[config.mk]
export PLATFORM = sky130hd
export DESIGN_NAME = rcs_queue
export DESIGN_NICKNAME = d
export VERILOG_FILES = /design/src/sv/rcs_pkg.sv /design/src/sv/rcs_queue.sv
export SDC_FILE = /design/constraint.sdc
export NUM_CORES = 1
export LEC_CHECK = 0
export ABC_AREA = 1
export BUFFER_PORTS_ARGS = -buffer_cell sky130_fd_sc_hd__buf_2
export CAP_MARGIN = 20
export CORE_MARGIN = 2
export CORE_UTILIZATION = 58
export CTS_BUF_LIST = sky130_fd_sc_hd__clkbuf_8
export DETAILED_ROUTE_END_ITERATION = 10
export PLACE_DENSITY = 0.87
export REMOVE_ABC_BUFFERS = 1
export SLEW_MARGIN = 25
export SYNTH_ARGS = -nofsm -noshare
export SYNTH_HDL_FRONTEND = slang
export SYNTH_SLANG_ARGS = --single-unit
[constraint.sdc]
create_clock -name clk -period 18.9 [get_ports clk]
set_clock_uncertainty 0.15 [all_clocks]
set_input_delay 0.945 -clock clk [delete_from_list [all_inputs] [get_ports clk]]
set_output_delay 0.945 -clock clk [all_outputs]
set_load 0.02 [all_outputs]
[src/sv/rcs_pkg.sv]
package rcs_pkg;

    localparam int MaxFeatures = 1024;
    localparam int CountW      = 11;
    localparam int DotW        = 42;
    localparam int EnergyW     = 41;
    localparam int RowW        = 16;
    localparam int MetricW     = 18;
    localparam int ProdW       = 82;
    localparam int RootW       = 113;
    localparam int HalfW       = 21;
    localparam int OneQ15      = 32768;

    localparam logic CfgOutputMode = 1'b0;
    localparam logic CfgMinNormSq  = 1'b1;

    typedef struct packed {
        logic signed [DotW-1:0]    dot;
        logic [EnergyW-1:0]        xx;
        logic [EnergyW-1:0]        yy;
        logic                      zero;
        logic [RowW-1:0]           row;
    } row_sum_t;

    typedef struct packed {
        logic push;
        logic pop;
        logic full;
        logic empty;
    } queue_ctrl_t;

    typedef enum logic [1:0] {
        BK_IDLE,
        BK_MUL,
        BK_ROOT,
        BK_DONE
    } back_state_t;

endpackage

[src/sv/rcs_queue.sv]
module rcs_queue (
    input  logic                  clk,
    input  logic                  rst_n,
    input  logic                  push,
    input  rcs_pkg::row_sum_t     push_data,
    input  logic                  pop,
    output logic                  full,
    output logic                  empty,
    output rcs_pkg::row_sum_t     head
);

    rcs_pkg::row_sum_t mem [2];
    logic              wr_ptr_reg;
    logic              rd_ptr_reg;
    logic [1:0]        count_reg;

    assign full  = count_reg == 2'd2;
    assign empty = count_reg == 2'd0;
    assign head  = mem[rd_ptr_reg];

    always_ff @(posedge clk)
    begin
        if (push)
        begin
            mem[wr_ptr_reg] <= push_data;
        end
    end

    always_ff @(posedge clk or negedge rst_n)
    begin
        if (!rst_n)
        begin
            wr_ptr_reg <= 1'b0;
            rd_ptr_reg <= 1'b0;
            count_reg  <= 2'd0;
        end
        else
        begin
            if (push)
            begin
                wr_ptr_reg <= !wr_ptr_reg;
            end
            if (pop)
            begin
                rd_ptr_reg <= !rd_ptr_reg;
            end
            if (push && !pop)
            begin
                count_reg <= count_reg + 1'b1;
            end
            else if (pop && !push)
            begin
                count_reg <= count_reg - 1'b1;
            end
        end
    end

endmodule

* Word level (Yosys, flattened, before mapping)
Memory sizes are Yosys's and may differ from the RTL's. Index checks and enable logic that the tools add are counted.
Cells by class: equal/unequal tests 1, reduce and logical (&&, ||, !) cells 8, muxes and demuxes 4, $add $sub $neg 2
Operators by type and width (number):
- $logic_not 1->1 | 4
- $mux 2 | 2
- $add 2x1->2 const B | 1
- $eq 2x2->1 const B | 1
- $logic_and 1x1->1 | 2
- $logic_not 2->1 | 1
- $mux 1 | 2
- $reduce_bool 2->1 | 1
- $sub 2x1->2 const B | 1
Word-level totals: bits in registers 4, RAM bits 282, output and inout bits 143, memories kept 1
Memory list:
- mem | depth 2, width 141, rd ports 1, clocked after Yosys merged registers in 0, wr ports 1, RTL line rcs_queue.sv:12 | rcs_pkg::row_sum_t mem [2];

* Depth between registers and ports, before layout
depth after elaboration 4, depth in mapped cells 7, gate-level depth less buffers 7

* Worst setup path before layout
Ideal clock, no wire load.
path type input-to-reg, start point input push, end point memory mem[0][0] in the netlist's numbering (enable), arrival time 6.881 ns, stages on the path 2, setup slack 11.222 ns, buffers on the path 0, cell sequence inv_1 nor2_1
On the way: cells in the longest elaborated chain, start to end 2
RTL lines:
- start, declared | RTL line rcs_queue.sv:4 | input logic push,
- $mux 1 | RTL line rcs_queue.sv:23 | if (push)
- $mux 1 (implied by the code) | RTL line rcs_queue.sv:25 | mem[wr_ptr_reg] <= push_data;
- end, declared | RTL line rcs_queue.sv:12
Every way passes these cells.

==> impl_summary.md <==
Detailed routing
The violation count after the first detailed-routing iteration is 287. The post-detailed-route wirelength per cell is 18.9 um. The pre-antenna-repair detailed-routing pass consisted of 5 iterations. The residual antenna-violating net count after detailed routing is 0. The via count is 5484. The final routed wirelength across all metal layers is 19800 um. The residual DRC count is 0. The ratio of routed vias to standard cells is 5.24.

Finish
In the layout the commonest cells are sky130_fd_sc_hd__buf_2, sky130_fd_sc_hd__edfxtp_1, sky130_fd_sc_hd__mux2_4, sky130_fd_sc_hd__mux2_2, sky130_fd_sc_hd__clkbuf_8. The sequential standard cell area is 8570 um2. Cells with a size suffix above 1 make up 59.6% of the layout. Relative to the synthesized area, the layout overhead comes to 22.2%. The number of nets in the layout is 931. In the final layout, the multi-input gates occupy 1980 um2. The filler cells instantiated in the layout total 1075. The most common cell after layout, fill and taps aside is sky130_fd_sc_hd__buf_2. The number of flip-flops in the largest register is 282.

Placement
The final weighted congestion in routability-driven placement is 0.778. In this run the tool buffered the top-level ports with 287 buffer cells. Once detailed placement completed, the half-perimeter wirelength came to 13300 um.

Timing
The number of failing hold endpoints at the final stage is 0. In this run the tightest slew margin relative to its limit is 33.0%. The shortest clock period the worst path allows after layout is 3.84 ns. For the pin with the worst max-slew slack, the measured transition is 1.00 ns.

Setup repair after global routing left no endpoint under its margin. Of the available clock period, the critical path in the final layout requires 20.3%. The achievable frequency is 0.260 GHz. The final total negative setup slack is 0 ns. The final max-slew violation count was 0.

The number of failing setup endpoints in the final timing report is 0.

CTS
The maximum buffer depth of the clock tree is 3. The clock insertion delay at the later pin of the skew report is 0.51 ns. The buffer count from post-CTS setup fixing is 0.

The root buffer cell chosen for the clock tree is sky130_fd_sc_hd__clkbuf_8. In this run, CTS created clock tree buffers numbering 43. TritonCTS built the clock tree.

Once the clock tree was built, the resizer swapped 0 gates to a different size. The count of H-tree levels built during CTS is 2. The count of hold-fix buffers inserted at cts is 0. Clock-pin slew was measured on the worst setup and hold paths at 0.06 ns.

CTS saw 286 sinks.

Logic synthesis
Yosys printed 0 warnings. Of the synthesized area, sequential elements account for 80.0%. The flip-flop and latch count after synthesis is 286. The average instance in the mapped netlist occupies 23.1 um2. Synthesis produced a netlist whose cell count is 464.

After synthesis the cells add up to 10700 um2. The netlist uses 14 different library cells.

Floorplanning
The die covers 19600 um2. The floorplan step set the die width to 140 um. During I/O placement, the number of pins put on the boundary was 288. The number of core rows is 49. The effective utilization at floorplan is 59.4%. The die is 140 um tall. The placeable core region is 18000 um2.

Setup path
The data required time at the worst endpoint is 17.81 ns. The startpoint class of the critical path is a flip-flop. The critical path capture point type is a primary output. In this run the worst path has a maximum fanout of 54. At the worst endpoint, the arrival time is 2.75 ns.

The critical path class is reg -> out.

Status
The run finished with clean final reports.

Global routing
The number of global-route vias before repair is 5735. The initial antenna violation count is 2. The first global-routing pass estimated 29700 um of wire. In the global route stage, overall resource usage came out at 19.5%. Summed over all layers, the global routing overflow is 0. The largest net degree at the start of global routing is 76.

Pwr
Across the VDD grid, the largest voltage drop is 0.105 mV. The total power consumption of the routed design is 2.00 mW. The leakage power summed over all cells is 5.28 nW. The cell area power density is 153 nW/um2.

Min path
The tightest min-delay check is of the in -> async type.

Flow run
Max-cap violations in this run came to 0.
==> stage by stage <==
stage	hold slack, ns	instances	utilization [%]	setup slack, ns	cell area (um2)
finish	0.0784	1047	72.6	15.06	13100
global route	0.0371	1046	72.6	14.91	13100
CTS	0.0365	1045	72.6	15.02	13100
detailed placement	0.357	969	68.5	15.10	12300
global placement	0.328	969	68.5	15.23	12300
floorplan	0.313	448	-	11.22	10600
==> worst max-delay path, stage by stage (launching register included) <==
cell,delay [ns]
sky130_fd_sc_hd__dfrtp_4,0.80
sky130_fd_sc_hd__buf_4,0.79
sky130_fd_sc_hd__mux2_2,0.42
sky130_fd_sc_hd__buf_2,0.16
==> report_power, final <==
part	total, mW	switching (mW)	internal, mW
Sequential	0.892	0.0488	0.844
Combinational	0.676	0.388	0.288
Clock	0.433	0.213	0.219
Total	2.00	0.651	1.35
==> final cells by class <==
cell class / instances / share of cell area [%]
Tap cell: 229 / 2.19
Clock inverter: 31 / 0.937
Multi-Input combinational cell: 155 / 15.1
Timing Repair Buffer: 292 / 11.3
Sequential cell: 286 / 65.5
Inverter: 7 / 0.239
Antenna cell: 2 / 0.0382
Clock buffer: 45 / 4.73
==> worst paths after layout <==
kind / slack (ns) / cells past startpoint / end / startpoint
setup / recovery: 15.06 / 3 / head[37] / rd_ptr_reg$_DFFE_PN0P_
hold / removal: 0.08 / 1 / count_reg[0]$_DFFE_PN0P_ / rst_n
setup reg to reg: 15.81 / 3 / mem[0][98]$_DFFE_PP_ / wr_ptr_reg$_DFFE_PN0P_
hold reg to reg: 0.38 / 2 / count_reg[1]$_DFFE_PN0P_ / count_reg[1]$_DFFE_PN0P_
max in group asynchronous: 18.38 / 1 / rd_ptr_reg$_DFFE_PN0P_ / rst_n
min in group clk: 0.38 / 2 / count_reg[1]$_DFFE_PN0P_ / count_reg[1]$_DFFE_PN0P_
==> cell families (layout without fill, tap and decap cells) <==
family	after synthesis	after routing	share of synthesized area, %
other	0	2	0
multiplexers	141	141	17.6
XOR/XNOR	3	3	0.245
adder cells (fa/ha/maj)	1	1	0.117
buffers and inverters	23	375	1.58
flip-flops	286	286	80.0
AND/OR/NAND/NOR	10	10	0.386
==> Yosys cell counts <==
library cell               number  area [um2]
sky130_fd_sc_hd__mux2_2        61         687
sky130_fd_sc_hd__xor2_1         2        17.5
sky130_fd_sc_hd__nand2_1        5        18.8
sky130_fd_sc_hd__buf_6         10         113
sky130_fd_sc_hd__mux2_4        80        1200
sky130_fd_sc_hd__nor2_1         3        11.3
sky130_fd_sc_hd__buf_2          6        30.0
sky130_fd_sc_hd__nand4_1        1        6.26
sky130_fd_sc_hd__inv_1          7        26.3
sky130_fd_sc_hd__dfrtp_1        4         100
sky130_fd_sc_hd__nand3_1        1        5.00
sky130_fd_sc_hd__edfxtp_1     282        8470
sky130_fd_sc_hd__ha_1           1        12.5
sky130_fd_sc_hd__xnor2_1        1        8.76
==> per-layer routing <==
metal | vias to the layer above | track usage, % | share of wire, %
met5 | - | 0 | 0.066
met4 | 2 | 7.26 | 2.9
met3 | 50 | 6.06 | 8.2
met2 | 272 | 33.0 | 50
met1 | 2674 | 23.6 | 39
li1 | 2486 | - | -
No activity file was read; power rests on OpenSTA's default activity.
