==> config.mk <==
export PLATFORM = sky130hd
export DESIGN_NAME = rcs_front
export DESIGN_NICKNAME = d
export VERILOG_FILES = /design/src/sv/rcs_pkg.sv /design/src/sv/rcs_front.sv
export SDC_FILE = /design/constraint.sdc
export NUM_CORES = 2
export LEC_CHECK = 0
export CAP_MARGIN = 0
export CORE_AREA = 2 2 370 262
export CTS_BUF_LIST = sky130_fd_sc_hd__clkbuf_8
export CTS_CLUSTER_SIZE = 8
export DETAILED_ROUTE_END_ITERATION = 8
export DIE_AREA = 0 0 372 264
export DONT_BUFFER_PORTS = 1
export PLACE_DENSITY = 0.61
export SKIP_LAST_GASP = 1
export SLEW_MARGIN = 0
export SYNTH_ARGS = -nofsm -noshare
export SYNTH_HDL_FRONTEND = slang
export SYNTH_SLANG_ARGS = --single-unit
==> constraint.sdc <==
create_clock -name clk -period 14.6 [get_ports clk]
set_input_delay 2.92 -clock clk [delete_from_list [all_inputs] [get_ports clk]]
set_output_delay 2.92 -clock clk [all_outputs]
set_load 0.02 [all_outputs]
==> src/sv/rcs_pkg.sv <==
package rcs_pkg;

    localparam int MaxFeatures = 1024;
    localparam int CountW      = 11;
    localparam int DotW        = 42;
    localparam int EnergyW     = 41;
    localparam int RowW        = 16;
    localparam int MetricW     = 18;
    localparam int ProdW       = 82;
    localparam int RootW       = 113;
    localparam int HalfW       = 21;
    localparam int OneQ15      = 32768;

    localparam logic CfgOutputMode = 1'b0;
    localparam logic CfgMinNormSq  = 1'b1;

    typedef struct packed {
        logic signed [DotW-1:0]    dot;
        logic [EnergyW-1:0]        xx;
        logic [EnergyW-1:0]        yy;
        logic                      zero;
        logic [RowW-1:0]           row;
    } row_sum_t;

    typedef struct packed {
        logic push;
        logic pop;
        logic full;
        logic empty;
    } queue_ctrl_t;

    typedef enum logic [1:0] {
        BK_IDLE,
        BK_MUL,
        BK_ROOT,
        BK_DONE
    } back_state_t;

endpackage

==> src/sv/rcs_front.sv <==
module rcs_front (
    input  logic                                 clk,
    input  logic                                 rst_n,
    input  logic                                 in_valid,
    output logic                                 in_ready,
    input  logic signed [15:0]                   x_elem,
    input  logic signed [15:0]                   y_elem,
    input  logic                                 last_elem,
    input  logic [rcs_pkg::EnergyW-1:0]          min_norm_sq,
    input  logic                                 q_full,
    output logic                                 push,
    output rcs_pkg::row_sum_t                    push_data
);

    logic signed [rcs_pkg::DotW-1:0]   dot_reg, dot_next;
    logic [rcs_pkg::EnergyW-1:0]       xx_reg, xx_next;
    logic [rcs_pkg::EnergyW-1:0]       yy_reg, yy_next;
    logic [rcs_pkg::CountW-1:0]        cnt_reg;
    logic [rcs_pkg::RowW-1:0]          row_reg;
    logic signed [31:0]                pxy;
    logic signed [31:0]                pxx;
    logic signed [31:0]                pyy;
    logic                              accept;
    logic                              take;

    assign in_ready = !q_full;
    assign accept   = in_valid && in_ready;
    assign take     = cnt_reg < rcs_pkg::CountW'(rcs_pkg::MaxFeatures);

    assign pxy = x_elem * y_elem;
    assign pxx = x_elem * x_elem;
    assign pyy = y_elem * y_elem;

    always_comb
    begin
        dot_next = dot_reg;
        xx_next  = xx_reg;
        yy_next  = yy_reg;
        if (take)
        begin
            dot_next = dot_reg + $signed({{(rcs_pkg::DotW-32){pxy[31]}}, pxy});
            xx_next  = xx_reg + {{(rcs_pkg::EnergyW-32){1'b0}}, pxx[31:0]};
            yy_next  = yy_reg + {{(rcs_pkg::EnergyW-32){1'b0}}, pyy[31:0]};
        end
    end

    assign push           = accept && last_elem;
    assign push_data.dot  = dot_next;
    assign push_data.xx   = xx_next;
    assign push_data.yy   = yy_next;
    assign push_data.zero = (xx_next <= min_norm_sq) || (yy_next <= min_norm_sq);
    assign push_data.row  = row_reg;

    always_ff @(posedge clk or negedge rst_n)
    begin
        if (!rst_n)
        begin
            dot_reg <= '0;
            xx_reg  <= '0;
            yy_reg  <= '0;
            cnt_reg <= '0;
            row_reg <= '0;
        end
        else if (accept)
        begin
            if (last_elem)
            begin
                dot_reg <= '0;
                xx_reg  <= '0;
                yy_reg  <= '0;
                cnt_reg <= '0;
                row_reg <= row_reg + 1'b1;
            end
            else
            begin
                dot_reg <= dot_next;
                xx_reg  <= xx_next;
                yy_reg  <= yy_next;
                if (take)
                begin
                    cnt_reg <= cnt_reg + 1'b1;
                end
            end
        end
    end

endmodule

## After elaboration in Yosys (flattened, before gate mapping)

Index checks and enable logic that the tools add are counted.

- Add/subtract/negate cells: 5
- Multiply operators: 3
- Magnitude comparators: 3
- Multiplexer cells: 8
- Reductions and logical operators: 7

Operators with widths:

| cell | number |
|---|---|
| $mux 41 | 4 |
| $mul 16x16->32 | 3 |
| $mux 42 | 2 |
| $add 41x32->41 | 2 |
| $le 41x41->1 | 2 |
| $add 42x32->42 | 1 |
| $mux 11 | 2 |
| $add 16x1->16 const B | 1 |
| $add 11x1->11 const B | 1 |
| $lt 11x11->1 const B | 1 |
| $reduce_and 2->1 | 2 |
| $logic_and 1x1->1 | 2 |
| $reduce_bool 2->1 | 1 |
| $logic_not 1->1 | 1 |
| $logic_or 1x1->1 | 1 |

- Flip-flop bits (word level): 151
- Bits of input ports: 78
- Output and inout port bits: 143
- Logic and storage cells: 31

## Longest topological paths before layout

- Depth in word-level cells: 5
- Gate-level depth with buffers: 46

## Worst setup path before layout

Ideal clock, no wire load.

- Kind: in2out
- From: input port x_elem[3]
- To: output port push_data[16] (netlist bit)
- Data arrival time: 12.435 ns
- Slack: -0.755 ns
- Stages: 42
- Path buffers: 3
- Cells stage by stage: clkbuf_1 -> clkbuf_1 -> nand2_1 -> inv_1 -> fa_1 -> inv_1 -> fa_1 -> fa_1 -> fa_1 -> inv_1 -> fa_1 -> inv_1 -> fa_1 -> inv_1 -> ha_1 -> a21o_1 -> a21o_1 -> o21ai_0 -> (+6 left out) -> ha_1 -> clkbuf_1 -> or2_2 -> and2_1 -> and3_1 -> a211oi_2 -> nor2_1 -> xnor2_1 -> ha_1 -> nand4_1 -> nor2_1 -> nand3_1 -> nor3_1 -> nand3_1 -> or3_1 -> nor3_1 -> a31oi_1 -> nand3_1

RTL lines:

| item | line | source |
|---|---|---|
| from (decl) | rcs_front.sv:6 | `input logic signed [15:0] x_elem,` |
| to (decl) | rcs_front.sv:12 | `output rcs_pkg::row_sum_t push_data` |

==> flow_summary.json <==
{
  "synthSimpleGateAreaFrac": 0.126,
  "hpwlAfterDp_mm": 103,
  "synth_top_family_by_area": "adder cells",
  "grt_pass1_wl_mm": 197,
  "slew_headroom": 0.204,
  "crit_top_cell": "fa_1",
  "yosysUniqueCellTypes": 78,
  "syn_inst": 4748,
  "muxShareOfSynthArea": 0.00519,
  "wl_mm": 125,
  "vias": 33342,
  "cts_max_path_buffers": 3,
  "drtAntennaViolNets": 0,
  "clk_latency_ns": 0.54,
  "synth-compound-area-share": 0.111,
  "min_period_ns": 14.85,
  "grt_pass1_vias": 33824,
  "die_w_um": 372,
  "rows": 95,
  "largest_reg_flops": 42,
  "core_um2": 95000,
  "yosysWarningCount": 0,
  "ys_ff_latch": 151,
  "hold_buffers": 0,
  "end_kind": "output pin",
  "slowest_delay_ns": 0.53,
  "reg2reg_depth": 20,
  "fmax_ghz": 0.0673,
  "drv_cap": 0,
  "cts_root_buffer": "clkbuf_8",
  "violations": "setup timing",
  "io_pins": 221,
  "regArea_um2": 3780,
  "drt_iter0_drc": 2246,
  "hp-class": "reg -> reg",
  "crit_family": "adder cells",
  "cpMaxStageDelayCell": "fa_1",
  "antenna_found_initial": 4,
  "io_buffers": 0,
  "status": "finished, violations left",
  "grt.total_usage": 0.260,
  "wire_per_inst_um": 19.9,
  "drtPass1Iterations": 5,
  "crit_type": "in -> out",
  "die_y_um": 264,
  "clock_skew_ns": 0.0383,
  "placed_cells": 6246,
  "regToRegSetupSlack_ns": 7.65,
  "hold_viol_final": 0,
  "arrival_ns": 11.93,
  "finish.net_count": 6366,
  "layout-drive-gt1-share": 0.130,
  "crit_cells": 39,
  "cts_tree": "yes",
  "cp.required_ns": 11.68,
  "clock-sinks": 151,
  "synth_fp_nets": 6080,
  "synthToLayoutAreaGrowth_pct": 13.1,
  "synth-edff-count": 0,
  "cp_max_fo": 34,
  "setup_viol_count_final": 1,
  "clkTransAtPathRegs_ns": 0.06,
  "synthAdderAreaFrac": 0.515,
  "syn-cell-area_um2": 42200,
  "overflow": 0,
  "hold_depth": 2,
  "tightest_slew_ns": 1.18,
  "vias_per_cell": 5.29,
  "die-area_um2": 98200,
  "routabilityCongestion": 0.991,
  "synth_xor_area_frac": 0.0450,
  "start_util": 0.445,
  "cts_buffers": 25,
  "yosysSeqAreaShare": 0.0895,
  "slew_viol_final": 0,
  "syn_area_per_cell_um2": 8.89,
  "multiInputGateArea_um2": 34800,
  "setup_ws_ns": -0.248,
  "grt_start_max_net_pins": 152,
  "drc": 0,
  "period_share": 1.02,
  "stdcell_count": 6304,
  "synth-main-ff-cell": "dfrtp_1",
  "crit_path_start_kind": "primary input",
  "rsz0062_at_grt": "yes",
  "postSynth.asyncResetShare": 1.00,
  "htree_levels": 4,
  "worst-path-buf-inv": 5,
  "nFillCells": 8908
}
metrics by stage:
step	setup WS (ns)	area [µm²]	util	TNS [ns]	hold WS, ns
2_1_floorplan	0.00512	42500	-	0	0.465
3_3_place_gp	-0.517	46400	0.489	-0.517	0.495
3_5_place_dp	-0.587	46400	0.489	-0.587	0.496
4_1_cts	0.000156	47300	0.498	0	0.518
5_1_grt	-0.500	47700	0.503	-0.500	0.558
6_report	-0.248	47700	0.503	-0.248	0.517
path summary, 6_finish.rpt:
path | from | endpoint
worst max-delay path | x_elem[6] | push_data[16]
worst min-delay path | xx_reg[10] | xx_reg[10]
worst max register to register | dot_reg[15] | dot_reg[41]
worst min register to register | xx_reg[10] | xx_reg[10]
max in group asynchronous | rst_n | yy_reg[7]
min in group asynchronous | rst_n | dot_reg[41]
what timing repair did:
item | CTS | global route
hold endpoints to repair | 0 | 0
pin swaps | 54 | 98
resized for setup | 72 | 86
setup buffers | 9 | 13
setup endpoints to repair | 1 | 1
area by class of cell:
cell class | count | area share
timing repair buffer | 425 | 0.0672
inverter | 1051 | 0.0828
antenna | 3 | 0.000157
multi-input combinational | 3380 | 0.728
clock inverter | 4 | 0.000996
tap | 1261 | 0.0330
clock buffer | 29 | 0.00836
sequential | 151 | 0.0792
synth_stat cells, types with 17 or more instances:
master | instances | area (µm²)
o21bai_1 | 25 | 188
nor3_1 | 37 | 185
a21o_1 | 91 | 683
o21ai_0 | 224 | 1120
o31ai_1 | 17 | 128
a31oi_1 | 23 | 144
a22o_1 | 63 | 552
nor2_1 | 210 | 788
and2_1 | 120 | 751
dfrtp_1 | 151 | 3780
o21a_1 | 29 | 218
a211oi_1 | 17 | 128
a21oi_1 | 143 | 716
ha_1 | 449 | 5620
clkbuf_1 | 159 | 597
inv_1 | 1039 | 3900
xor2_1 | 69 | 604
fa_1 | 805 | 16100
xnor2_1 | 148 | 1300
nand3_1 | 52 | 260
nand4_1 | 37 | 231
and3_1 | 30 | 188
nand2_1 | 550 | 2060
nor2b_1 | 28 | 175
nand2b_1 | 47 | 294
placed cells by master, fill, tap and decap left out, types with 44 or more instances in the layout:
master       n
xor2_1      57
a21o_1      91
nand2b_1    44
and2_1     114
inv_1     1036
a21oi_1    124
ha_1       436
xnor2_1    138
a22o_1      63
fa_1       801
o21ai_0    203
nand3_1     47
dfrtp_1    150
nor2_1     191
buf_4      422
nand2_1    544
layer usage:
layer | track usage | routed length (µm) | vias to the layer above
li1 | - | - | 15390
met1 | 0.379 | 56000 | 16828
met3 | 0.0426 | 8390 | 126
met5 | 0 | 10 | -
met2 | 0.410 | 58500 | 996
met4 | 0.0481 | 2470 | 2
worst reg2reg max path: cells and delay by family, from the launching register on:
kind	cells	cell delay (ns)
and+or+nand+nor	6	1.93
DFF	1	0.36
adders and majority gates	6	2.91
buffers and inverters	4	0.26
AOI/OAI and AO/OA	4	1.39
logic make-up (layout without fill, tap and decap cells):
logic type,count (synthesis),in the layout
xor gates and xnor gates,217,217
other,0,3
AOI/OAI and AO/OA,727,727
adders and majority gates,1254,1254
muxes,20,20
and+or+nand+nor,1162,1162
DFF,151,151
buffers and inverters,1217,1509
Power is left out: the tool's default activity adds up to more than one toggle a clock period on the data nets, which glitch-free logic cannot reach.
