**src/sv/rcs_pkg.sv**
```systemverilog
package rcs_pkg;

    localparam int MaxFeatures = 1024;
    localparam int CountW      = 11;
    localparam int DotW        = 42;
    localparam int EnergyW     = 41;
    localparam int RowW        = 16;
    localparam int MetricW     = 18;
    localparam int ProdW       = 82;
    localparam int RootW       = 113;
    localparam int HalfW       = 21;
    localparam int OneQ15      = 32768;

    localparam logic CfgOutputMode = 1'b0;
    localparam logic CfgMinNormSq  = 1'b1;

    typedef struct packed {
        logic signed [DotW-1:0]    dot;
        logic [EnergyW-1:0]        xx;
        logic [EnergyW-1:0]        yy;
        logic                      zero;
        logic [RowW-1:0]           row;
    } row_sum_t;

    typedef struct packed {
        logic push;
        logic pop;
        logic full;
        logic empty;
    } queue_ctrl_t;

    typedef enum logic [1:0] {
        BK_IDLE,
        BK_MUL,
        BK_ROOT,
        BK_DONE
    } back_state_t;

endpackage

```
**src/sv/rcs_back.sv**
```systemverilog
module rcs_back (
    input  logic                                   clk,
    input  logic                                   rst_n,
    input  rcs_pkg::row_sum_t                      head,
    input  logic                                   q_empty,
    output logic                                   pop,
    input  logic                                   output_mode,
    output logic                                   out_valid,
    input  logic                                   out_ready,
    output logic signed [rcs_pkg::MetricW-1:0]     metric_value,
    output logic                                   zero_norm,
    output logic [rcs_pkg::RowW-1:0]               row_index
);

    rcs_pkg::back_state_t                  state_reg, state_next;
    rcs_pkg::row_sum_t                     ent_reg;
    logic [3:0]                            cnt_reg;
    logic [rcs_pkg::ProdW-1:0]             p_reg;
    logic [rcs_pkg::ProdW-1:0]             d_reg;
    logic [rcs_pkg::RootW-1:0]             r_reg;
    logic [rcs_pkg::RootW-1:0]             pb_reg;
    logic [rcs_pkg::RootW-1:0]             qp_reg;
    logic [15:0]                           q_reg;
    logic                                  out_valid_reg;
    logic signed [rcs_pkg::MetricW-1:0]    metric_reg;
    logic                                  zero_reg;
    logic [rcs_pkg::RowW-1:0]              row_reg;

    logic [rcs_pkg::EnergyW-1:0]           mag;
    logic [rcs_pkg::EnergyW-1:0]           src_a;
    logic [rcs_pkg::EnergyW-1:0]           src_b;
    logic [rcs_pkg::HalfW-1:0]             a_part;
    logic [rcs_pkg::HalfW-1:0]             b_part;
    logic [2*rcs_pkg::HalfW-1:0]           pp;
    logic [rcs_pkg::ProdW-1:0]             pp_sh;
    logic [rcs_pkg::ProdW-1:0]             d_fin;
    logic [rcs_pkg::RootW:0]               trial;
    logic                                  fit;
    logic [rcs_pkg::RootW-1:0]             qp_upd;
    logic signed [rcs_pkg::MetricW-1:0]    sim;
    logic signed [rcs_pkg::MetricW-1:0]    metric_calc;
    logic                                  load_out;

    // Magnitude of the dot product; at most 2^40 so it fits 41 bits.
    assign mag = rcs_pkg::EnergyW'(ent_reg.dot[rcs_pkg::DotW-1] ? -ent_reg.dot : ent_reg.dot);

    // Four 21x21 partial products for xx*yy, then four for mag*mag.
    assign src_a  = cnt_reg[2] ? mag : ent_reg.xx;
    assign src_b  = cnt_reg[2] ? mag : ent_reg.yy;
    assign a_part = cnt_reg[1] ? {1'b0, src_a[rcs_pkg::EnergyW-1:rcs_pkg::HalfW]}
                               : src_a[rcs_pkg::HalfW-1:0];
    assign b_part = cnt_reg[0] ? {1'b0, src_b[rcs_pkg::EnergyW-1:rcs_pkg::HalfW]}
                               : src_b[rcs_pkg::HalfW-1:0];
    assign pp     = a_part * b_part;

    always_comb
    begin
        unique case ({cnt_reg[1], cnt_reg[0]})
            2'b00:   pp_sh = rcs_pkg::ProdW'(pp);
            2'b01,
            2'b10:   pp_sh = rcs_pkg::ProdW'(pp) << rcs_pkg::HalfW;
            default: pp_sh = rcs_pkg::ProdW'(pp) << (2 * rcs_pkg::HalfW);
        endcase
    end

    assign d_fin = d_reg + pp_sh;

    // One quotient bit per step: remainder against the next trial term.
    assign trial  = {1'b0, qp_reg} + {1'b0, pb_reg};
    assign fit    = trial <= {1'b0, r_reg};
    assign qp_upd = fit ? qp_reg + (pb_reg << 1) : qp_reg;

    assign sim         = ent_reg.dot[rcs_pkg::DotW-1] ? -$signed({2'b00, q_reg})
                                                      : $signed({2'b00, q_reg});
    assign metric_calc = output_mode ? rcs_pkg::MetricW'(rcs_pkg::OneQ15) - sim : sim;

    assign load_out = (state_reg == rcs_pkg::BK_DONE) && (!out_valid_reg || out_ready);
    assign pop      = (state_reg == rcs_pkg::BK_IDLE) && !q_empty;

    always_comb
    begin
        state_next = state_reg;
        unique case (state_reg)
            rcs_pkg::BK_IDLE:
            begin
                if (!q_empty)
                begin
                    state_next = head.zero ? rcs_pkg::BK_DONE : rcs_pkg::BK_MUL;
                end
            end
            rcs_pkg::BK_MUL:
            begin
                if (cnt_reg == 4'd7)
                begin
                    state_next = rcs_pkg::BK_ROOT;
                end
            end
            rcs_pkg::BK_ROOT:
            begin
                if (cnt_reg == 4'd0)
                begin
                    state_next = rcs_pkg::BK_DONE;
                end
            end
            rcs_pkg::BK_DONE:
            begin
                if (load_out)
                begin
                    state_next = rcs_pkg::BK_IDLE;
                end
            end
            default: state_next = rcs_pkg::BK_IDLE;
        endcase
    end

    always_ff @(posedge clk or negedge rst_n)
    begin
        if (!rst_n)
        begin
            state_reg     <= rcs_pkg::BK_IDLE;
            out_valid_reg <= 1'b0;
        end
        else
        begin
            state_reg <= state_next;
            if (load_out)
            begin
                out_valid_reg <= 1'b1;
            end
            else if (out_ready)
            begin
                out_valid_reg <= 1'b0;
            end
        end
    end

    always_ff @(posedge clk)
    begin
        unique case (state_reg)
            rcs_pkg::BK_IDLE:
            begin
                ent_reg <= head;
                cnt_reg <= 4'd0;
                p_reg   <= '0;
                d_reg   <= '0;
                q_reg   <= '0;
            end
            rcs_pkg::BK_MUL:
            begin
                if (!cnt_reg[2])
                begin
                    p_reg <= p_reg + pp_sh;
                end
                else
                begin
                    d_reg <= d_fin;
                end
                if (cnt_reg == 4'd7)
                begin
                    r_reg   <= rcs_pkg::RootW'(d_fin) << 30;
                    pb_reg  <= rcs_pkg::RootW'(p_reg) << 30;
                    qp_reg  <= '0;
                    cnt_reg <= 4'd15;
                end
                else
                begin
                    cnt_reg <= cnt_reg + 1'b1;
                end
            end
            rcs_pkg::BK_ROOT:
            begin
                if (fit)
                begin
                    r_reg          <= r_reg - trial[rcs_pkg::RootW-1:0];
                    q_reg[cnt_reg] <= 1'b1;
                end
                qp_reg  <= qp_upd >> 1;
                pb_reg  <= pb_reg >> 2;
                cnt_reg <= cnt_reg - 1'b1;
            end
            rcs_pkg::BK_DONE:
            begin
                if (load_out)
                begin
                    metric_reg <= metric_calc;
                    zero_reg   <= ent_reg.zero;
                    row_reg    <= ent_reg.row;
                end
            end
            default:
            begin
                cnt_reg <= 4'd0;
            end
        endcase
    end

    assign out_valid    = out_valid_reg;
    assign metric_value = metric_reg;
    assign zero_norm    = zero_reg;
    assign row_index    = row_reg;

    a_mul_count: assert property (@(posedge clk) disable iff (!rst_n)
        state_reg == rcs_pkg::BK_MUL |-> cnt_reg <= 4'd7)
        else $error("multiply phase counter out of range");

    a_q_bound: assert property (@(posedge clk) disable iff (!rst_n)
        load_out && !ent_reg.zero |-> q_reg <= 16'(rcs_pkg::OneQ15))
        else $error("similarity magnitude above one");

    a_zero_skip: assert property (@(posedge clk) disable iff (!rst_n)
        pop && head.zero |=> state_reg == rcs_pkg::BK_DONE)
        else $error("zero-norm row entered arithmetic");

    a_zero_q: assert property (@(posedge clk) disable iff (!rst_n)
        load_out && ent_reg.zero |-> q_reg == 16'd0)
        else $error("zero-norm row carries a quotient");

endmodule

```
**config.mk**
```make
export PLATFORM = sky130hd
export DESIGN_NAME = rcs_back
export DESIGN_NICKNAME = d
export VERILOG_FILES = /design/src/sv/rcs_pkg.sv /design/src/sv/rcs_back.sv
export SDC_FILE = /design/constraint.sdc
export NUM_CORES = 2
export LEC_CHECK = 0
export ABC_CLOCK_PERIOD_IN_PS = 22500
export BUFFER_PORTS_ARGS = -buffer_cell sky130_fd_sc_hd__buf_2
export CAP_MARGIN = 5
export CORE_MARGIN = 4
export CORE_UTILIZATION = 40
export CTS_CLUSTER_DIAMETER = 60
export DETAILED_ROUTE_END_ITERATION = 10
export HOLD_SLACK_MARGIN = 0.02
export SYNTH_ARGS = -nofsm -noshare
export SYNTH_HDL_FRONTEND = slang
export SYNTH_SLANG_ARGS = --single-unit
export TNS_END_PERCENT = 50
```
**constraint.sdc**
```tcl
create_clock -name clk -period 22.5 [get_ports clk]
set_clock_uncertainty 0.2 [all_clocks]
set_input_delay 3.375 -clock clk [delete_from_list [all_inputs] [get_ports clk]]
set_output_delay 3.375 -clock clk [all_outputs]
set_load 0.005 [all_outputs]
```
# --- Word level (Yosys, flattened, before mapping) ---
# Cells that the tools add are included.
totals:
  input_bits: 146
  word_cells: 101
  ram_bits: 0
  out_inout_bits: 37
  reg_bits: 702
  romBits: 0
  latchBits: 0
  n_memories: 0
classes:
  bitwise: 1
  n_lt_le_gt_ge: 3
  n_shift: 0
  n_addsub: 10
  n_div: 0
  reduce_logical: 22
  n_mux: 34
  eq_ne: 13
  multipliers: 1
ops:
  columns: ["op", "n"]
  rows:
  - ["case mux 113 bit (2 select lines)", 3]
  - ["two-way mux 113 bit", 5]
  - ["case mux 82 bit (2 select lines)", 3]
  - ["adder 82 bit", 2]
  - ["two-way mux 82 bit", 2]
  - ["two-way mux 41 bit", 3]
  - ["adder 113 x 113 -> 114 bit", 1]
  - ["<= comparator 114 x 113 -> 1 bit", 1]
  - ["adder 113 bit", 1]
  - ["subtractor 113 bit", 1]
  - ["multiplier 21 x 21 -> 42 bit", 1]
  - ["two-way mux 21 bit", 2]
  - ["negator 41 bit", 1]
  - ["two-way mux 18 bit", 2]
  - ["case mux 16 bit (2 select lines)", 1]
  - ["negator 16 -> 18 bit", 1]
  - ["subtractor 17 x 18 -> 18 bit, first input constant", 1]
  - ["two-way mux 16 bit", 1]
  - ["bitwise OR 16 bit", 1]
  - ["inequality test 2 bit, second input constant", 7]
  - ["case mux 4 bit (3 select lines)", 1]
  - ["two-way mux 2 bit", 5]
  - ["AND reduction 2 bit", 5]
  - ["case mux 2 bit (4 select lines)", 1]
  - ["other kinds (20)", 32]

# --- Longest topological paths before layout ---
logic_depth:
  word_depth: 9
  mapped_depth: 58

# --- Worst setup path before layout ---
# Ideal clock, no wire load.
synth_timing:
  path_kind: "register to register"
  start: "register state_reg[0]"
  end: "register r_reg[0] (netlist name) (enable)"
  path_stages_with_launch: 7
  setup_slack_ns: -0.181
  t_arrival_ns: 21.884
  setup_time_ns: 0.597
  synth_period_minus_slack_ns: 22.681
  n_path_buf: 1
  cell_sequence: "dfrtp_1 > inv_1 > ha_1 > clkbuf_1 > clkinv_1 > o21ai_0 > nor2b_1"
synth_via:
  elab_chain_len: 3
synth_rtl:
  columns: ["element", "line", "source"]
  rows:
  - ["from (decl)", "rcs_back.sv:15", "rcs_pkg::back_state_t state_reg, state_next;"]
  - ["from (signal assigned)", "rcs_back.sv:120", "state_reg <= rcs_pkg::BK_IDLE;"]
  - ["from (signal assigned)", "rcs_back.sv:125", "state_reg <= state_next;"]
  - ["== test 2 bit / == test 2 x 1 -> 1 bit (equally long branches)", "rcs_back.sv:139", "unique case (state_reg)"]
  - ["inequality test 2 bit (no line) / nonzero test 2 bit (equally long branches)", null, null]
  - ["AND reduction 3 bit (no line) (*)", null, null]
  - ["to (signal assigned)", "rcs_back.sv:160", "r_reg <= rcs_pkg::RootW'(d_fin) << 30;"]
  - ["to (signal assigned)", "rcs_back.sv:174", "r_reg <= r_reg - trial[rcs_pkg::RootW-1:0];"]
  - ["to (decl)", "rcs_back.sv:20", "logic [rcs_pkg::RootW-1:0] r_reg;"]
# Every way passes the cells marked *; elsewhere a longest branch is shown, timed or not.
# A chain may end at the register's enable or synchronous reset.

# --- Final worst setup path ---
layout_timing:
  start: "register ent_reg[103] (netlist name)"
  end: "register r_reg[107] (netlist name), data pin"
layout_via:
  elab_chain_len: 9
layout_rtl:
  columns: ["element", "line", "source"]
  rows:
  - ["from (decl)", "rcs_back.sv:16", "rcs_pkg::row_sum_t ent_reg;"]
  - ["from (signal assigned)", "rcs_back.sv:142", "ent_reg <= head;"]
  - ["negator 41 bit", "rcs_back.sv:45", "assign mag = rcs_pkg::EnergyW'(ent_reg.dot[rcs_pkg::DotW-1] ? -ent_reg.dot : ent_reg.dot);"]
  - ["two-way mux 41 bit (*)", "rcs_back.sv:45", null]
  - ["two-way mux 41 bit (on tied branches)", "rcs_back.sv:48, rcs_back.sv:49", null]
  - ["two-way mux 21 bit (on tied branches)", "rcs_back.sv:50, rcs_back.sv:52", null]
  - ["multiplier 21 x 21 -> 42 bit (*)", "rcs_back.sv:54", "assign pp = a_part * b_part;"]
  - ["case mux 82 bit (2 select lines) (*)", "rcs_back.sv:58", "unique case ({cnt_reg[1], cnt_reg[0]})"]
  - ["adder 82 bit (*)", "rcs_back.sv:66", "assign d_fin = d_reg + pp_sh;"]
  - ["two-way mux 113 bit (*)", "rcs_back.sv:158", "if (cnt_reg == 4'd7)"]
  - ["case mux 113 bit (2 select lines) (*)", "rcs_back.sv:139", null]
# Every way passes the cells marked *; elsewhere a longest branch is shown, timed or not. The select of a mux whose other input is x is not followed.

==> metrics.yaml <==
setup_viol: 0
synth_area_per_cell_um2: 8.86
grt_pass1_vias: 63900
synth-compound-area-share: 0.186
synth_area_leaders: "edfxtp_1, ha_1, fa_1"
synthTopCellsByCount: "nand2_1, inv_1, ha_1"
ctsHtreeMaxLevel: 3
io_pins: 183
drt_iter0_markers: 5472
syn-instance-count: 8712
core_region_area_mm2: 0.192
wl_mm: 251
fillers: 18900
synth_top_family_by_area: "adder cells"
final_layout_size_suffix_gt1_frac: 0.0758
fmax_mhz: 61.2
post_drt_via_cell_ratio: 5.79
clkSlewWorstSetupHoldPaths_ns: 0.06
ant_nets: 0
synthXorXnorAreaFrac: 0.0667
yosysMostFrequentCell: "nand2_1"
drt-met1-wl_mm: 107
synth.area.mux_share: 0.0394
syn_area_mm2: 0.0772
crit_required_ns: 22.82
worstRegToRegCells: 53
worstPathArrival_ns: 16.66
highest_layer: "met5"
stdcell_area_mm2: 0.0837
maxCapViolCount: 0
synth.top_cell.area_share: 0.271
antenna_found_initial: 4
final_nets: 9870
cpMostUsedCell: "fa_1"
ys_ff_latch: 700
gp_congestion: 0.980
numPortBuffers: 182
first_pass_iters: 8
ys.flop_type: "edfxtp_1"
clock-root-buffer: "clkbuf_16"
yosysTopAreaCell: "edfxtp_1"
crit_end: "r_reg[107]$_DFFE_PP_"
die_h_um: 447
dp_hpwl_mm: 199
timing.final.crit_share: 0.726
clock_latency_ns: 0.79
clock_sink_count: 700
ys_warn_count: 0
r2r_start: "ent_reg[103]$_DFFE_PP_"
end_kind: "register"
cts_resized: 0
ff2ff_setup_slack_ns: 6.16
crit_path_max_incr_delay_ns: 0.69
period_minus_slack_ns: 16.34
largest_register_ffs: 141
rows: 161
wl_per_cell_um: 22.4
synth_edf_count: 697
yosys.area_share.simple: 0.154
grt.overflow.total: 0
grt_max_degree: 170
clock_path_buffers: 3
startpoint_type: "register"
tightest_slew_ns: 1.41
dieArea_mm2: 0.200
finalMaxSlewViolations: 0
cts_hold_buf: 0
maxSlewHeadroom: 0.0597
grtUsageTotal: 0.245
drc: 0
cts_tree: "yes"
cts_buffers: 104
wl_met3_mm: 16.3
fp.dieW_um: 447
wl_met2_mm: 118
outcome: "finished, final reports clean"
start_util: 0.402
r2r_end: "r_reg[107]$_DFFE_PP_"
final_util: 0.436
cp_slowest_cell: "o31ai_1"
area_delta_synth_final_pct: 8.43
vias: 64800
post_cts_buffers: 0
hold_ws_ns: 0.215
syn-num-nets: 9994
worstSetupPathType: "register to register"
synthArstFlopShare: 0.00429
path_max_fanout: 15
grt_setup_unrepaired: "no"
startpoint: "ent_reg[103]$_DFFE_PP_"
hold_viol: 0
hold_path_class: "register to register"
yosysUniqueCellTypes: 91
grt_pass1_wl_mm: 382
ys_seq_area_frac: 0.272
dpl-instance-area_mm2: 0.0800
finalSetupTns_ns: 0
synthAdderAreaFrac: 0.219
routing by layer:
metal	up-vias	global-route usage
met5	-	0
met4	6	0.0915
met3	439	0.0382
met2	2194	0.407
met1	31800	0.322
li1	30400	-
worst min path at each step:
| stage | startpoint | to | slack [ns] | depth (start not counted) |
|---|---|---|---|---|
| after global placement | ent_reg[11]$_DFFE_PP_ | row_index[11]$_DFFE_PP_ | 0.20 | 0 |
| after detailed placement | ent_reg[4]$_DFFE_PP_ | row_index[4]$_DFFE_PP_ | 0.21 | 0 |
| after global routing | ent_reg[4]$_DFFE_PP_ | row_index[4]$_DFFE_PP_ | 0.22 | 0 |
| final | ent_reg[4]$_DFFE_PP_ | row_index[4]$_DFFE_PP_ | 0.22 | 0 |
| after floorplan | ent_reg[0]$_DFFE_PP_ | row_index[0]$_DFFE_PP_ | 0.20 | 0 |
| after CTS | ent_reg[4]$_DFFE_PP_ | row_index[4]$_DFFE_PP_ | 0.22 | 0 |
kinds of logic (layout without fill, tap and decap cells):
logic type,after synthesis,count (layout)
AND/OR/NAND/NOR,2482,2482
adder cells (fa/ha/maj),1136,1136
XOR/XNOR,588,588
buffers and inverters,1280,1240
flip-flops,700,700
other,0,6
AO/OA/AOI/OAI,2279,2279
multiplexers,247,247
per-stage QoR:
| stage | cells | setup WS (ns) |
|---|---|---|
| final | 11200 | 6.16 |
| after global placement | 11000 | 6.56 |
| after detailed placement | 11000 | 6.38 |
| after floorplan | 8712 | 5.62 |
| after CTS | 11200 | 6.34 |
| after global routing | 11200 | 5.37 |
critical path, delay by kind of cell, from the launching register on:
| kind | cells | cell delay, ns |
|---|---|---|
| AO/OA/AOI/OAI | 18 | 5.29 |
| buffers and inverters | 5 | 0.28 |
| XOR/XNOR | 3 | 0.56 |
| multiplexers | 1 | 0.26 |
| AND/OR/NAND/NOR | 17 | 4.52 |
| flip-flops | 1 | 0.46 |
| adder cells (fa/ha/maj) | 9 | 4.49 |
cell type report:
type | instances | area (um2) | share of cell area
sequential | 700 | 21000 | 0.251
timing repair buffer | 231 | 1320 | 0.0157
clock inverter | 78 | 1060 | 0.0127
inverter | 819 | 3080 | 0.0368
multi-input combinational | 6732 | 51500 | 0.615
clock buffer | 112 | 2630 | 0.0314
tap | 2526 | 3160 | 0.0377
antenna | 6 | 15.0 | 0.000179
layout by cell type (no fill, tap or decap), types with 65 or more instances in the layout:
master     instances
fa_1             363
mux2_2           133
nand4_1          207
clkbuf_16        104
edfxtp_1         697
nor2_1           601
o21bai_1         137
nor2b_1           85
nand2b_1          66
o21ai_0          458
a21oi_1          725
a211oi_1          65
mux2i_1           81
inv_1            817
ha_1             770
nand3_1           94
xnor2_1          359
a21o_1           392
nor3_1           106
and2_1           292
buf_2            182
xor2_1           229
nand2_1          832
Power is left out: the tool's default activity adds up to more than one toggle a clock period on the data nets, which glitch-free logic cannot reach.
